$ cat src/design/ftcrc_pkg.sv
// Package for the fragment tiler: shared constants, register indexes and the CRC-32 byte step.
// No dependencies; the interfaces and the top level use it.
package ftcrc_pkg;

    // Configuration port widths and register indexes.
    localparam int unsigned CFG_IDX_W  = 8;
    localparam int unsigned CFG_DATA_W = 8;

    localparam logic [CFG_IDX_W-1:0] REG_TILE_BYTES   = 8'd0;
    localparam logic [CFG_IDX_W-1:0] REG_WINDOW_TILES = 8'd1;
    localparam logic [CFG_IDX_W-1:0] REG_WINDOW_BITS  = 8'd2;
    localparam logic [CFG_IDX_W-1:0] REG_LORAWAN_MODE = 8'd3;

    // Register reset values.
    localparam logic [7:0]  RST_TILE_BYTES   = 8'd10;
    localparam logic [7:0]  RST_WINDOW_TILES = 8'd63;
    localparam logic [1:0]  RST_WINDOW_BITS  = 2'd2;
    localparam logic        RST_LORAWAN_MODE = 1'b1;
    localparam logic [15:0] RST_PER_WINDOW   = 16'd630;

    // Field widths.
    localparam int unsigned TILES_W = 16;
    localparam int unsigned CAP_W   = 19;

    localparam logic [TILES_W-1:0] TILES_SAT = '1;

    // Reflected CRC-32.
    localparam logic [31:0] CRC_POLY     = 32'hEDB88320;
    localparam logic [31:0] CRC_ALL_ONES = 32'hFFFFFFFF;

    // Advance the CRC over one byte, least significant bit first.
    function automatic logic [31:0] crc_byte(input logic [31:0] crc_in, input logic [7:0] b);
        logic [31:0] c;
        c = crc_in ^ {24'd0, b};
        for (int i = 0; i < 8; i++) begin
            if (c[0]) begin
                c = (c >> 1) ^ CRC_POLY;
            end else begin
                c = c >> 1;
            end
        end
        return c;
    endfunction

endpackage

$ cat src/design/ftcrc_ifs.sv
// Channel interfaces for the fragment tiler: byte input, result output, configuration writes.
// Depends on ftcrc_pkg for the configuration port widths.
interface ftcrc_in_if;
    logic       valid;
    logic       ready;
    logic [7:0] data_byte;
    logic       last_byte;

    modport source (output valid, output data_byte, output last_byte, input ready);
    modport sink   (input valid, input data_byte, input last_byte, output ready);
endinterface

interface ftcrc_out_if;
    logic        valid;
    logic        ready;
    logic        fits;
    logic [15:0] full_tiles;
    logic [7:0]  final_tile_bytes;
    logic [2:0]  window_count;
    logic [31:0] packet_crc;

    modport source (output valid, output fits, output full_tiles, output final_tile_bytes,
                    output window_count, output packet_crc, input ready);
    modport sink   (input valid, input fits, input full_tiles, input final_tile_bytes,
                    input window_count, input packet_crc, output ready);
endinterface

interface ftcrc_cfg_if;
    logic                                valid;
    logic                                ready;
    logic [ftcrc_pkg::CFG_IDX_W-1:0]     reg_index;
    logic [ftcrc_pkg::CFG_DATA_W-1:0]    wdata;

    modport source (output valid, output reg_index, output wdata, input ready);
    modport sink   (input valid, input reg_index, input wdata, output ready);
endinterface

$ cat src/design/fragment_tiler_with_crc32.sv
// Fragment tiler with CRC-32: per-packet byte, tile and window accounting plus packet CRC.
// Depends on ftcrc_pkg and the channel interfaces in ftcrc_ifs.sv.
//
//  channel  | dir | transfer                          | payload
//  ---------+-----+-----------------------------------+---------------------------------------
//  i_cfg    | in  | i_cfg.valid & i_cfg.ready         | reg_index, wdata
//  i_data   | in  | i_data.valid & i_data.ready       | data_byte, last_byte
//  o_res    | out | o_res.valid & o_res.ready         | fits, full_tiles, final_tile_bytes,
//           |     |                                   | window_count, packet_crc
//
// One byte is taken every cycle unless stalled; in LoRaWAN mode the counters and an 8-bit
// unrolled CRC update in one step. Results pass the packet stage, then the result register.
// i_cfg is always ready; the tile-per-window product is registered on the write itself.
// i_data stalls only while both the packet stage and the result register are full and
// o_res.ready is low. Reset (synchronous) clears the packet state and both valid flags.
module fragment_tiler_with_crc32 #(
    parameter int unsigned MAX_PACKET_BYTES = 65535
) (
    input  logic               i_clk,
    input  logic               i_rst_n,
    ftcrc_cfg_if.sink          i_cfg,
    ftcrc_in_if.sink           i_data,
    ftcrc_out_if.source        o_res
);

    localparam int unsigned        BT_W   = $clog2(MAX_PACKET_BYTES + 2);
    localparam logic [BT_W-1:0]    BT_SAT = BT_W'(MAX_PACKET_BYTES + 1);
    localparam logic [BT_W-1:0]    BT_MAX = BT_W'(MAX_PACKET_BYTES);

    // Configuration registers.
    logic [7:0]  r_tile_bytes;
    logic [7:0]  r_window_tiles;
    logic [1:0]  r_window_bits;
    logic        r_lorawan;
    logic [15:0] r_per_window;

    // Running packet state.
    logic [BT_W-1:0]               r_total;
    logic [7:0]                    r_off;
    logic [ftcrc_pkg::TILES_W-1:0] r_tiles;
    logic [31:0]                   r_crc;

    // Packet stage: state as it stood after the final byte.
    logic                          r_s1_valid;
    logic [BT_W-1:0]               r_s1_total;
    logic [7:0]                    r_s1_off;
    logic [ftcrc_pkg::TILES_W-1:0] r_s1_tiles;
    logic [31:0]                   r_s1_crc;

    // Result register.
    logic        r_out_valid;
    logic        r_out_fits;
    logic [15:0] r_out_full;
    logic [7:0]  r_out_final;
    logic [2:0]  r_out_windows;
    logic [31:0] r_out_crc;

    logic                          cfg_xfer;
    logic                          in_xfer;
    logic                          s1_move;
    logic [BT_W-1:0]               n_total;
    logic [7:0]                    off_inc;
    logic                          tile_wrap;
    logic [7:0]                    n_off;
    logic [ftcrc_pkg::TILES_W-1:0] n_tiles;
    logic [31:0]                   n_crc;

    logic [ftcrc_pkg::CAP_W-1:0]   size_ext;
    logic [ftcrc_pkg::CAP_W-1:0]   pw1;
    logic [ftcrc_pkg::CAP_W-1:0]   pw2;
    logic [ftcrc_pkg::CAP_W-1:0]   pw3;
    logic [ftcrc_pkg::CAP_W-1:0]   capacity;
    logic                          fits;
    logic [15:0]                   n_full;
    logic [7:0]                    n_final;
    logic [2:0]                    n_windows;

    // Handshakes.
    assign cfg_xfer     = i_cfg.valid & i_cfg.ready;
    assign i_cfg.ready  = 1'b1;
    assign s1_move      = r_s1_valid & (~r_out_valid | o_res.ready);
    assign i_data.ready = ~r_s1_valid | s1_move;
    assign in_xfer      = i_data.valid & i_data.ready;

    // Advance counters and CRC by one byte.
    always_comb begin
        n_total   = (r_total < BT_SAT) ? r_total + BT_W'(1) : r_total;
        off_inc   = r_off + 8'd1;
        tile_wrap = (off_inc >= r_tile_bytes);
        n_off     = tile_wrap ? 8'd0 : off_inc;
        n_tiles   = (tile_wrap && r_tiles != ftcrc_pkg::TILES_SAT)
                    ? r_tiles + ftcrc_pkg::TILES_W'(1) : r_tiles;
        n_crc     = ftcrc_pkg::crc_byte(r_crc, i_data.data_byte);
    end

    // Fit check, tiling and window count from the packet stage.
    always_comb begin
        size_ext = ftcrc_pkg::CAP_W'(r_s1_total);
        pw1      = ftcrc_pkg::CAP_W'(r_per_window);
        pw2      = pw1 << 1;
        pw3      = pw1 + pw2;
        capacity = pw1 << r_window_bits;
        fits     = (r_s1_total <= BT_MAX) && (size_ext <= capacity);

        if (r_s1_off == 8'd0) begin
            n_full  = (r_s1_tiles != '0) ? r_s1_tiles - 16'd1 : 16'd0;
            n_final = r_tile_bytes;
        end else begin
            n_full  = r_s1_tiles;
            n_final = r_s1_off;
        end

        if (size_ext > pw3) begin
            n_windows = 3'd4;
        end else if (size_ext > pw2) begin
            n_windows = 3'd3;
        end else if (size_ext > pw1) begin
            n_windows = 3'd2;
        end else begin
            n_windows = 3'd1;
        end
    end

    // Configuration writes; refresh the per-window product alongside.
    always_ff @(posedge i_clk) begin
        if (!i_rst_n) begin
            r_tile_bytes   <= ftcrc_pkg::RST_TILE_BYTES;
            r_window_tiles <= ftcrc_pkg::RST_WINDOW_TILES;
            r_window_bits  <= ftcrc_pkg::RST_WINDOW_BITS;
            r_lorawan      <= ftcrc_pkg::RST_LORAWAN_MODE;
            r_per_window   <= ftcrc_pkg::RST_PER_WINDOW;
        end else if (cfg_xfer) begin
            unique case (i_cfg.reg_index)
                ftcrc_pkg::REG_TILE_BYTES: begin
                    r_tile_bytes <= i_cfg.wdata;
                    r_per_window <= 16'(i_cfg.wdata) * 16'(r_window_tiles);
                end
                ftcrc_pkg::REG_WINDOW_TILES: begin
                    r_window_tiles <= i_cfg.wdata;
                    r_per_window   <= 16'(r_tile_bytes) * 16'(i_cfg.wdata);
                end
                ftcrc_pkg::REG_WINDOW_BITS: begin
                    r_window_bits <= i_cfg.wdata[1:0];
                end
                ftcrc_pkg::REG_LORAWAN_MODE: begin
                    r_lorawan <= i_cfg.wdata[0];
                end
                default: begin
                end
            endcase
        end
    end

    // Packet state: advance on each byte in LoRaWAN mode, clear after the final one.
    always_ff @(posedge i_clk) begin
        if (!i_rst_n) begin
            r_total <= '0;
            r_off   <= '0;
            r_tiles <= '0;
            r_crc   <= ftcrc_pkg::CRC_ALL_ONES;
        end else if (in_xfer) begin
            if (i_data.last_byte) begin
                r_total <= '0;
                r_off   <= '0;
                r_tiles <= '0;
                r_crc   <= ftcrc_pkg::CRC_ALL_ONES;
            end else if (r_lorawan) begin
                r_total <= n_total;
                r_off   <= n_off;
                r_tiles <= n_tiles;
                r_crc   <= n_crc;
            end
        end
    end

    // Packet stage: capture the final state of an enabled packet.
    always_ff @(posedge i_clk) begin
        if (!i_rst_n) begin
            r_s1_valid <= 1'b0;
        end else if (in_xfer && r_lorawan && i_data.last_byte) begin
            r_s1_valid <= 1'b1;
        end else if (s1_move) begin
            r_s1_valid <= 1'b0;
        end
        if (in_xfer) begin
            r_s1_total <= n_total;
            r_s1_off   <= n_off;
            r_s1_tiles <= n_tiles;
            r_s1_crc   <= n_crc;
        end
    end

    // Result register: load from the packet stage, drop once taken.
    always_ff @(posedge i_clk) begin
        if (!i_rst_n) begin
            r_out_valid <= 1'b0;
        end else if (s1_move) begin
            r_out_valid <= 1'b1;
        end else if (o_res.ready) begin
            r_out_valid <= 1'b0;
        end
        if (s1_move) begin
            r_out_fits    <= fits;
            r_out_full    <= fits ? n_full : 16'd0;
            r_out_final   <= fits ? n_final : 8'd0;
            r_out_windows <= fits ? n_windows : 3'd0;
            r_out_crc     <= fits ? (r_s1_crc ^ ftcrc_pkg::CRC_ALL_ONES) : 32'd0;
        end
    end

    assign o_res.valid            = r_out_valid;
    assign o_res.fits             = r_out_fits;
    assign o_res.full_tiles       = r_out_full;
    assign o_res.final_tile_bytes = r_out_final;
    assign o_res.window_count     = r_out_windows;
    assign o_res.packet_crc       = r_out_crc;

endmodule

$ cat src/flat_wrapper.sv
// flat-port wrapper written by rule: the top's interface ports become plain ports
module fragment_tiler_with_crc32_flat 
#(
    parameter int unsigned MAX_PACKET_BYTES = 65535
)
  (i_clk, i_rst_n, i_cfg_valid, i_cfg_reg_index, i_cfg_wdata, i_cfg_ready, i_data_valid, i_data_data_byte, i_data_last_byte, i_data_ready, o_res_valid, o_res_fits, o_res_full_tiles, o_res_final_tile_bytes, o_res_window_count, o_res_packet_crc, o_res_ready);
  ftcrc_cfg_if i_cfg_i ();
  ftcrc_in_if i_data_i ();
  ftcrc_out_if o_res_i ();
  input  logic i_clk;
  input  logic i_rst_n;
  input wire logic [$bits(i_cfg_i.valid)-1:0] i_cfg_valid;
  input wire logic [$bits(i_cfg_i.reg_index)-1:0] i_cfg_reg_index;
  input wire logic [$bits(i_cfg_i.wdata)-1:0] i_cfg_wdata;
  output wire logic [$bits(i_cfg_i.ready)-1:0] i_cfg_ready;
  input wire logic [$bits(i_data_i.valid)-1:0] i_data_valid;
  input wire logic [$bits(i_data_i.data_byte)-1:0] i_data_data_byte;
  input wire logic [$bits(i_data_i.last_byte)-1:0] i_data_last_byte;
  output wire logic [$bits(i_data_i.ready)-1:0] i_data_ready;
  output wire logic [$bits(o_res_i.valid)-1:0] o_res_valid;
  output wire logic [$bits(o_res_i.fits)-1:0] o_res_fits;
  output wire logic [$bits(o_res_i.full_tiles)-1:0] o_res_full_tiles;
  output wire logic [$bits(o_res_i.final_tile_bytes)-1:0] o_res_final_tile_bytes;
  output wire logic [$bits(o_res_i.window_count)-1:0] o_res_window_count;
  output wire logic [$bits(o_res_i.packet_crc)-1:0] o_res_packet_crc;
  input wire logic [$bits(o_res_i.ready)-1:0] o_res_ready;
  assign i_cfg_i.valid = i_cfg_valid;
  assign i_cfg_i.reg_index = i_cfg_reg_index;
  assign i_cfg_i.wdata = i_cfg_wdata;
  assign i_cfg_ready = i_cfg_i.ready;
  assign i_data_i.valid = i_data_valid;
  assign i_data_i.data_byte = i_data_data_byte;
  assign i_data_i.last_byte = i_data_last_byte;
  assign i_data_ready = i_data_i.ready;
  assign o_res_valid = o_res_i.valid;
  assign o_res_fits = o_res_i.fits;
  assign o_res_full_tiles = o_res_i.full_tiles;
  assign o_res_final_tile_bytes = o_res_i.final_tile_bytes;
  assign o_res_window_count = o_res_i.window_count;
  assign o_res_packet_crc = o_res_i.packet_crc;
  assign o_res_i.ready = o_res_ready;
  fragment_tiler_with_crc32 #(.MAX_PACKET_BYTES(MAX_PACKET_BYTES)) u_core (.i_clk(i_clk), .i_rst_n(i_rst_n), .i_cfg(i_cfg_i), .i_data(i_data_i), .o_res(o_res_i));
endmodule
$ cat config.mk
export PLATFORM = sky130hd
export DESIGN_NAME = fragment_tiler_with_crc32_flat
export DESIGN_NICKNAME = d
export VERILOG_FILES = /design/src/design/ftcrc_pkg.sv /design/src/design/ftcrc_ifs.sv /design/src/design/fragment_tiler_with_crc32.sv /design/src/flat_wrapper.sv
export SDC_FILE = /design/constraint.sdc
export NUM_CORES = 1
export LEC_CHECK = 0
export BUFFER_PORTS_ARGS = -buffer_cell sky130_fd_sc_hd__buf_4
export CELL_PAD_IN_SITES_DETAIL_PLACEMENT = 2
export CELL_PAD_IN_SITES_GLOBAL_PLACEMENT = 2
export CORE_ASPECT_RATIO = 1.5
export CORE_UTILIZATION = 35
export CTS_BUF_LIST = sky130_fd_sc_hd__clkbuf_8
export DETAILED_ROUTE_END_ITERATION = 16
export PLACE_DENSITY_LB_ADDON = 0.08
export SYNTH_ARGS = -nofsm -noshare
export SYNTH_HDL_FRONTEND = slang
export SYNTH_SLANG_ARGS = --single-unit
export TNS_END_PERCENT = 10
$ cat constraint.sdc
create_clock -name i_clk -period 15.8 [get_ports i_clk]
set_input_delay 3.16 -clock i_clk [delete_from_list [all_inputs] [get_ports i_clk]]
set_output_delay 3.16 -clock i_clk [all_outputs]
set_load 0.02 [all_outputs]
# Word-level counts from Yosys, hierarchy flattened
# Index checks and enable logic that the tools add are counted.
# word_totals
wordCells	105
ram_bits	0
romBits	0
reg_bits	243
latch_bits	0
out_inout_bits	63
in_bits	30
n_memories	0
# op_classes
n_lt_le_gt_ge	7
reduce_logical	18
bitwise	17
eq_ne	4
shifts	1
addsub	5
n_mux	30
n_div	0
n_mul	2
# ops
operator	n
$mux 32	10
$not 13->14	8
$mux 16	5
$mux 17	3
$mul 8x8->16	2
$mux 8	4
$not 32->32	1
$pmux 16 s2	1
$xor 32x8->32	1
$gt 17x19->1	1
$le 17x19->1	1
$shl 16x2->19	1
$add 16x17->18	1
$add 17x1->17 const B	1
$gt 17x16->1	1
$gt 17x17->1	1
$le 17x16->1 const B	1
$lt 17x17->1 const B	1
$add 16x1->16 const B	1
$eq 8x2->1 const B	2
$logic_not 8->1	2
$ne 16x16->1 const B	1
$reduce_bool 16->1	1
$sub 16x1->16 const B	1
other kinds (13)	32

# Logic depth before layout (Yosys ltp)
# Gate-level depths: netlist (run 1).
# logic_depth
word_depth	19
depth_mapped	19
ltp_nobuf	17

# Worst setup path before layout (run 1)
# No wires, ideal clock.
# synth_timing
path_type	input to register
start	input i_cfg_wdata[7]
end	register u_core.r_per_window[13]
path_stages	17
setup_ns	0.091
t_required_ns	15.709
path_buffers	1
arrival_ns	7.329
path_slack_ns	8.380
path_cell_list	clkbuf_1 > nand2_1 > fa_1 > fa_1 > inv_1 > fa_1 > inv_1 > fa_1 > inv_1 > ha_1 > o21a_1 > o31a_1 > or4_1 > a21oi_1 > o21ai_0 > xnor2_1 > a311oi_1
# synth_between
elab_chain_len	2
word_cells_on_any_way	3
# synth_lines
item	line	rtl
from (decl)	flat_wrapper.sv:14	input wire logic [$bits(i_cfg_i.wdata)-1:0] i_cfg_wdata;
$mul 8x8->16, on equally long branches	fragment_tiler_with_crc32.sv:140, fragment_tiler_with_crc32.sv:136	
$pmux 16 s2 (*)	fragment_tiler_with_crc32.sv:133	unique case (i_cfg.reg_index)
to (signal assigned)	fragment_tiler_with_crc32.sv:131	r_per_window <= ftcrc_pkg::RST_PER_WINDOW;
to (signal assigned)	fragment_tiler_with_crc32.sv:136	r_per_window <= 16'(i_cfg.wdata) * 16'(r_window_tiles);
to (signal assigned)	fragment_tiler_with_crc32.sv:140	r_per_window <= 16'(r_tile_bytes) * 16'(i_cfg.wdata);
to (decl)	fragment_tiler_with_crc32.sv:35	logic [15:0] r_per_window;
# Mark *: on every way between the ends. The rest lies on a longest branch, timed or not.
# A chain may end at the register's enable or synchronous reset.

# Final worst setup path (run 1)
# Ends and elaborated chain as after synthesis.

==> results of run 1 <==
[worst reg2reg max path, delay by kind of cell (launching register included)]
family | cells | cell delay [ps]
flip-flops | 1 | 720
XOR/XNOR | 1 | 150
AO/OA/AOI/OAI | 5 | 920
buffers and inverters | 3 | 140
adder cells (fa/ha/maj) | 5 | 2470
AND/OR/NAND/NOR | 2 | 620
[sequential cells by signal, indices dropped and copies added (netlist names), 3 cells and up]
| signal | cells |
|---|---|
| u_core.o_res.packet_crc | 32 |
| u_core.r_crc | 32 |
| u_core.r_s1_crc | 32 |
| u_core.r_s1_total | 17 |
| u_core.r_total | 17 |
| u_core.o_res.full_tiles | 16 |
| u_core.r_per_window | 16 |
| u_core.r_s1_tiles | 16 |
| u_core.r_tiles | 16 |
| u_core.o_res.final_tile_bytes | 8 |
| u_core.r_off | 8 |
| u_core.r_s1_off | 8 |
| u_core.r_tile_bytes | 8 |
| u_core.r_window_tiles | 8 |
| u_core.o_res.window_count | 3 |
[report_power, final]
part / leakage (uW) / total (uW) / switching [uW] / internal [uW]
logic: 0.00542 / 516 / 312 / 204
registers: 0.00220 / 769 / 28.0 / 741
clock network: 0.000479 / 619 / 285 / 334
total: 0.00809 / 1900 / 625 / 1280
[cell type report]
class | instances | share of cell area
multi-input cells | 1353 | 0.526
repair buffers | 99 | 0.0384
flip-flops and latches | 243 | 0.320
well taps | 656 | 0.0424
clock inverters | 26 | 0.0108
diodes | 1 | 0.000129
inverters | 141 | 0.0273
clock buffers | 49 | 0.0348
[cells by family after synthesis]
logic type | synth area share
AND/OR/NAND/NOR | 0.181
AO/OA/AOI/OAI | 0.121
flip-flops | 0.360
adder cells (fa/ha/maj) | 0.205
buffers and inverters | 0.0473
XOR/XNOR | 0.0727
multiplexers | 0.0122
other | 0.000218
[placed cells by master, fill, tap and decap left out, types with 41 or more instances in the layout]
cell type and instances:
ha_1 165, nand2_1 157, inv_1 146, a21oi_1 102, nor2_1 159, fa_1 73, dfxtp_1 110, nand3_1 41
edfxtp_1 133, xnor2_1 100, o21ai_0 70, clkbuf_8 49, buf_4 99, and2_1 107
[per-stage QoR]
step	cells	setup slack, ps
2_1_floorplan	1809	8380
3_3_place_gp	2492	8190
3_5_place_dp	2492	8080
4_1_cts	2567	8660
5_1_grt	2568	8390
6_report	2568	8670
[routing by layer]
layer | track usage | vias up | part of all wire
met4 | 0.0689 | 0 | 0.029
met3 | 0.0235 | 75 | 0.023
met1 | 0.231 | 6955 | 0.39
li1 | - | 6433 | -
met2 | 0.439 | 142 | 0.56
met5 | 0 | - | 0
[worst max path at each step]
stage / slack [ps] / end / depth (start not counted) / from
after detailed placement: 8080 / u_core.r_per_window[13] / 17 / i_cfg_wdata[7]
final: 8670 / u_core.r_per_window[13] / 17 / i_cfg_wdata[7]
after CTS: 8660 / u_core.r_per_window[13] / 17 / i_cfg_wdata[7]
after floorplan: 8380 / u_core.r_per_window[13] / 17 / i_cfg_wdata[7]
after global placement: 8190 / u_core.r_per_window[13] / 17 / i_cfg_wdata[7]
after global routing: 8390 / u_core.r_per_window[13] / 17 / i_cfg_wdata[7]
==> reports/summary.txt, run 1 <==
Cell Pwr Density: 98.3 mW/mm2
Clk sinks: 243
Reg2reg start: u_core.r_tile_bytes[0]
Core Footprint: 0.0486 mm2
Register area share after synthesis: 0.360
CTS Buf Count: 41
Critical path class: primary input to register
Hold Path Origin: u_core.r_s1_crc[4]
Main synth FF type: edfxtp_1
Ranking of synthesized cells by area: edfxtp_1 (23%), dfxtp_1 (13%), ha_1 (12%)
DIE WIDTH: 183 um
Synthesized instance count: 1809
Worst-case clock buffer depth: 3
Status: finished clean
Min-Delay Endpoint: u_core.o_res.packet_crc[4]
I/O pin total: 93
Mapped Nets: 2077
RSZ-0062 raised after global routing: no
Routed length per instance: 20.5 um
Util after Layout: 0.399
Via count: 13600
Worst clock skew: 36.1 ps
Multi-input gate area: 0.0102 mm2
Global-route wire length before repair: 84.8 mm
Top-area cell type share of the netlist area: 0.232
Worst path bufs/invs: 4
CP Capture Type: register
MaxCap Viol Count: 0
Initial antenna violation count: 1
Critical Path RT: 16260 ps
Setup TNS: 0 ps
Post-route cell area: 0.0194 mm2
Pins Over Slew Limit: 0
# rows: 99
WL final: 52.8 mm
Netlist cell types: 78
Hold_buf cts: 0
EDFF count, synth: 133
Flops & latches, synth: 243
TritonRoute pass-1 iters: 4
Peak VDD IR: 78.9 uV
Period minus WS final: 7130 ps
Slew margin rel.: 0.211
Placed cell area: 0.0185 mm2
R2R depth: 16
Pin count of the biggest net entering global routing: 75
Die area: 0.0500 mm2
Setup Buffers After CTS: 0
Period utilization: 0.451
Worst skew pair latency: 580 ps
Hold slack final: 506 ps
Worst-path clk slew: 60 ps
Fillers: 5341
GRT Total Usage: 0.218
Number of global-route vias before repair: 15400
Buffers on Ports: 91
Worst EP arrival: 7590 ps
Post-DP HPWL: 39.6 mm
Delay-heaviest family, CP: adder cells
Post_cts resized: 0
GRT Residual Overflow: 0
Worst-path fanout max: 18
Layout area overhead: 12.7%
Hold Path Class: register to register
Drt via density: 5.30
DR iter-0 viols: 372
Largest stage delay, worst path: 550 ps
Starting Density: 0.354
# nets final: 2147
Tightest Pin Transition: 1180 ps
R2R Setup Slk: 10690 ps
Design Power: 1900 uW
Asr flop ratio synth: 0
Yosys warns: 0
Avg Cell Area, Syn: 9.50 um2
Htree depth: 2
Top cell by count, worst path: fa_1
Register area: 0.00620 mm2
Hold Fails Final Rpt: 0
Critical-path cell list: buf_4, nand2_1, fa_1, fa_1, inv_1, fa_1, inv_1, fa_1, inv_1, ha_1, o21a_1, o31a_1, or4_1, a21oi_1, o21ai_0, xnor2_1, a311oi_1
CP max stage cell: fa_1
Achievable frequency: 140 MHz
Ratio of cells with drive above 1 in the final layout: 0.101
Synth area leader: edfxtp_1
Count leader, synth: ha_1
Synth cell count leaders: ha_1 (165), nor2_1 (159), nand2_1 (157)
TritonCTS clock tree: done
Die Ht: 273 um
Routability cong.: 0.806
Worst setup SP type: primary input
Setup-failing EPs final: 0
Root buffer cell: clkbuf_8
Routed Antenna Nets: 0
Min-Delay Path Depth: 1
Drt drc: 0
Leak: 0.00809 uW
Mapped Area: 0.0172 mm2
RR Endpoint: u_core.r_per_window[13]
Note: power is estimated with default switching activity, not from simulation.
==> run 2: changes to the inputs <==
clock period = 6.65 ns   (was 15.8 ns; I/O delays follow)
==> run 2 against run 1 <==
Global-route usage about the same. Utilization decreased by 0.16 points. Critical path depth decreased by 1. Count of clock-buffer cells in the layout decreased by 6. Wire length grew 1.4%.
==> reports/summary.txt, run 2 (synthesis results as in run 1) <==
Cell Pwr Density: 230 mW/mm2
Drt drc: 0
DIE WIDTH: 183 um
Buffers on Ports: 91
Hold Path Origin: u_core.r_off[5]
Peak VDD IR: 183 uV
Delay-heaviest family, CP: adder cells
Hold slack final: 510 ps
Util after Layout: 0.397
CP max stage cell: fa_1
MaxCap Viol Count: 0
Worst path bufs/invs: 3
Global-route wire length before repair: 84.6 mm
Cell total after placement: 2493
Clk sinks: 243
Ratio of cells with drive above 1 in the final layout: 0.0941
Drt via density: 5.28
GRT Residual Overflow: 0
Routed length per instance: 20.8 um
Period utilization: 0.788
Setup-failing EPs final: 0
Critical path depth: 16
Cell Count, Final, Fillers Out: 2569
I/O pin total: 93
Leak: 0.00808 uW
DR iter-0 viols: 379
Worst-path clk slew: 70 ps
Placed cell area: 0.0185 mm2
# rows: 99
Post_cts resized: 0
Initial antenna violation count: 1
Worst-path fanout max: 18
Die Ht: 273 um
Most frequent cells in the layout: ha_1 (165), nor2_1 (159), nand2_1 (157), inv_1 (154), edfxtp_1 (133)
Hold_buf cts: 0
Setup TNS: 0 ps
R2R Setup Slk: 1620 ps
Min-Delay Path Depth: 2
Post-DP HPWL: 40.0 mm
R2R depth: 16
Min-Delay Endpoint: u_core.r_off[5]
Setup Buffers After CTS: 0
Worst-case clock buffer depth: 3
# nets final: 2148
Critical Path RT: 7140 ps
RR Endpoint: u_core.r_per_window[13]
TritonRoute pass-1 iters: 4
Top cell by count, worst path: fa_1
Number of global-route vias before repair: 15400
Achievable frequency: 191 MHz
Pin count of the biggest net entering global routing: 75
Routability cong.: 0.813
Starting Density: 0.354
Hold Fails Final Rpt: 0
Period minus WS final: 5240 ps
Critical-path cell list: buf_4, and2_1, fa_1, fa_1, inv_1, fa_1, fa_1, inv_1, ha_1, o21a_1, o31a_1, or4_1, a21oi_1, o21ai_0, xnor2_1, a311oi_1
Reg2reg start: u_core.r_tile_bytes[0]
Worst clock skew: 47.5 ps
WL final: 53.5 mm
Routed Antenna Nets: 0
CTS Buf Count: 41
Worst setup SP type: primary input
Worst skew pair latency: 600 ps
Htree depth: 2
Root buffer cell: clkbuf_8
Status: finished clean
Via count: 13600
Post-route cell area: 0.0193 mm2
Tightest Pin Transition: 1160 ps
Commonest non-fill, non-tap cell in the layout: ha_1
RSZ-0062 raised after global routing: no
CP Capture Type: register
Slew margin rel.: 0.229
Hold Path Class: register to register
Largest stage delay, worst path: 550 ps
Critical path class: primary input to register
Core Footprint: 0.0486 mm2
Layout area overhead: 12.3%
Die area: 0.0500 mm2
TritonCTS clock tree: done
Pins Over Slew Limit: 0
Worst EP arrival: 5720 ps
GRT Total Usage: 0.218
==> run 2: cell count changes in the layout (fill, tap and decap cells not counted), sizes merged <==
cell,before,now
clkinvlp,3,0
bufinv,3,2
inv,147,156
clkbuf,49,43
buf,99,100
clkinv,14,15
==> run 2: worst max path at each step <==
stage,from,to,slack (ps)
3_3_place_gp,i_cfg_wdata[7],u_core.r_per_window[13],870
5_1_grt,i_cfg_wdata[7],u_core.r_per_window[13],1190
6_report,i_cfg_wdata[4],u_core.r_per_window[13],1410
3_5_place_dp,i_cfg_wdata[4],u_core.r_per_window[13],820
4_1_cts,i_cfg_wdata[4],u_core.r_per_window[13],1430
2_1_floorplan,i_cfg_wdata[7],u_core.r_per_window[13],1060
==> run 2: power by group <==
part           internal, uW  total [uW]  switching [uW]
combinational           487        1240             757
sequential             1760        1830            68.8
clock                   687        1360             676
==> run 2: worst reg2reg max path, cell delays in order (launching register included) <==
cell	delay (ps)
dfxtp_1	690
nand2_1	170
fa_1	530
fa_1	540
inv_1	50
fa_1	530
inv_1	50
fa_1	530
inv_1	40
ha_1	330
o21a_1	120
o31a_1	130
or4_1	470
a21oi_1	220
o21ai_0	140
xnor2_1	150
a311oi_1	250
==> run 2: layer usage <==
layer,share of wire,track usage,up-vias
met3,0.021,0.0216,80
li1,-,-,6431
met5,0,0,-
met4,0.034,0.0798,0
met1,0.39,0.232,6887
met2,0.56,0.435,171
==> run 2: area by class of cell <==
| cell class | instances | area, um2 |
|---|---|---|
| clock buffer | 43 | 592 |
| multi-input combinational | 1353 | 10200 |
| antenna | 1 | 2.50 |
| timing repair buffer | 100 | 751 |
| inverter | 141 | 529 |
| tap | 656 | 821 |
| sequential | 243 | 6200 |
| fill | 5412 | 29300 |
| clock inverter | 32 | 208 |
==> run 2: through the flow <==
step	power (uW)	setup WS (ps)
CTS	4540	1430
detailed placement	3130	824
floorplan	2710	1060
finish	4440	1410
global route	4710	1190
global placement	3090	867
==> run 3: changes to the inputs <==
ABC_AREA = 1   (was unset)
clock period = 5.5 ns   (was 6.65 ns; I/O delays follow)
==> run 3 against run 2 <==
Cell area grew 8.4%. Clock skew shrank 25 ps. First-iteration DRC count shrank 3.2%. Largest cell class unchanged. Die area grew 9.4%. Largest power group unchanged. Utilization shrank 0.17 points. Synthesized area grew 9.5%. Non-clock buffer count grew 9.
==> reports/summary.txt, run 3 <==
Status: finished clean
Setup TNS: 0 ps
MaxCap Viol Count: 0
Routability cong.: 0.863
Flop pwr share: 0.400
Count leader, synth: nand2_1
Achievable frequency: 215 MHz
P_sw: 1820 uW
Mapped Nets: 2677
WL final: 62.2 mm
Setup ws final: 853 ps
Hold Path Class: register to register
Period utilization: 0.845
Clock share of power: 0.320
Mapped Area: 0.0188 mm2
Worst-case clock buffer depth: 3
Setup-failing EPs final: 0
DIE WIDTH: 191 um
Peak VDD IR: 199 uV
TritonRoute pass-1 iters: 4
Initial antenna violation count: 1
Critical Path RT: 5960 ps
Design Power: 5240 uW
RSZ-0062 raised after global routing: no
Netlist cell types: 57
Pins Over Slew Limit: 0
Post-DP HPWL: 48.8 mm
Worst-path clk slew: 60 ps
Drt drc: 0
Hold slack final: 490 ps
# rows: 103
Delay-heaviest family, CP: adder cells
GRT Residual Overflow: 0
Worst clock skew: 22.7 ps
Main synth FF type: edfxtp_1
Critical path depth: 20
Critical path class: primary input to register
EDFF count, synth: 133
Post_cts resized: 0
Clk sinks: 243
Period minus WS final: 4650 ps
Yosys warns: 0
Worst EP arrival: 5100 ps
CP max stage cell: fa_1
Comb power frac: 0.280
Commonest non-fill, non-tap cell in the layout: nand2_1
Switching power share of the total: 0.347
Starting Density: 0.356
Critical-path cell list: buf_4, nand2_1, inv_1, fa_1, fa_1, fa_1, inv_1, fa_1, inv_1, ha_1, a21oi_1, nor2_1, nor2_1, nand2_1, nand2_1, nand3_1, nand3_1, nand3_1, nand2_1, inv_1
Pre-CTS setup slack: 244 ps
Layout area overhead: 11.1%
Number of global-route vias before repair: 18400
Placed cell area: 0.0201 mm2
Synth area leader: edfxtp_1
Hold_buf cts: 0
Ranking of synthesized cells by area: edfxtp_1 (21%), nand2_1 (12%), dfxtp_1 (12%)
R2R depth: 19
Die area: 0.0547 mm2
Drt via density: 5.03
Global-route wire length before repair: 98.6 mm
Synth cell count leaders: nand2_1 (624), inv_1 (414), ha_1 (165)
Min-Delay Path Depth: 2
I/O pin total: 93
Cell Pwr Density: 251 mW/mm2
Most frequent cells in the layout: nand2_1 (624), inv_1 (425), ha_1 (165), nor2_1 (149), edfxtp_1 (133)
Leak: 0.0107 uW
Routed Antenna Nets: 0
Die Ht: 286 um
Setup Buffers After CTS: 0
Flops & latches, synth: 243
Synthesized instance count: 2409
DR iter-0 viols: 367
GRT Total Usage: 0.233
Asr flop ratio synth: 0
Slew margin rel.: 0.276
Avg Cell Area, Syn: 7.81 um2
Worst-path fanout max: 18
CTS Buf Count: 39
Worst path bufs/invs: 5
Post-route cell area: 0.0209 mm2
# nets final: 2743
Core Footprint: 0.0528 mm2
Hold Fails Final Rpt: 0
Largest stage delay, worst path: 570 ps
Ratio of cells with drive above 1 in the final layout: 0.108
P_int: 3420 uW
Worst skew pair latency: 580 ps
Root buffer cell: clkbuf_8
Register area share after synthesis: 0.329
TritonCTS clock tree: done
Top-area cell type share of the netlist area: 0.212
Worst setup SP type: primary input
Buffers on Ports: 91
Via count: 16000
Htree depth: 2
Pin count of the biggest net entering global routing: 74
CP Capture Type: register
Tightest Pin Transition: 1090 ps
Routed length per instance: 19.5 um
==> run 3: cells by family (layout without fill, tap and decap cells) <==
logic type,Yosys count,count (layout),synth area share
other,1,2,0.000199
AO/OA/AOI/OAI,264,264,0.0787
adder cells (fa/ha/maj),238,238,0.187
XOR/XNOR,114,114,0.0552
buffers and inverters,512,609,0.107
multiplexers,5,5,0.00266
AND/OR/NAND/NOR,1032,1032,0.239
flip-flops,243,243,0.329
==> run 3: cell type report <==
type | instances | area, um2
Antenna cell | 1 | 2.50
Clock buffer | 41 | 564
Clock inverter | 31 | 240
Fill cell | 6119 | 31900
Inverter | 428 | 1610
Multi-Input combinational cell | 1654 | 10600
Sequential cell | 243 | 6200
Tap cell | 682 | 853
Timing Repair Buffer | 109 | 818
==> run 3: through the flow <==
stage,cells,util
after global routing,3189,0.396
after detailed placement,3116,0.380
final,3189,0.396
after global placement,3116,0.380
after CTS,3188,0.396
after floorplan,2409,-
==> run 3: power groups by stage <==
stage	clock (uW)	sequential, uW	combinational (uW)
3_5_place_dp	0	2140	1490
4_1_cts	1750	2100	1500
5_1_grt	1800	2110	1650
6_report	1680	2100	1470
2_1_floorplan	0	2130	982
3_3_place_gp	0	2130	1440
==> run 3: final timing paths <==
kind                            slack, ps                 endpoint                   start
worst min-delay path                  490          u_core.r_off[7]         u_core.r_off[7]
worst max-delay path                  850  u_core.r_per_window[15]          i_cfg_wdata[5]
worst max register to register        920  u_core.r_per_window[15]  u_core.r_tile_bytes[2]
worst min register to register        490          u_core.r_off[7]         u_core.r_off[7]
==> run 3: routing by layer <==
metal,global-route usage,share of wire,up-vias
li1,-,-,7746
met1,0.236,0.37,8007
met2,0.479,0.57,184
met3,0.0212,0.022,111
met4,0.0841,0.034,0
met5,0,0,-
==> run 3: tightest hold or removal path, stage by stage, from the launching register on <==
cell and delay (ps):
dfxtp_1 320, nand2_1 70, a21oi_1 60
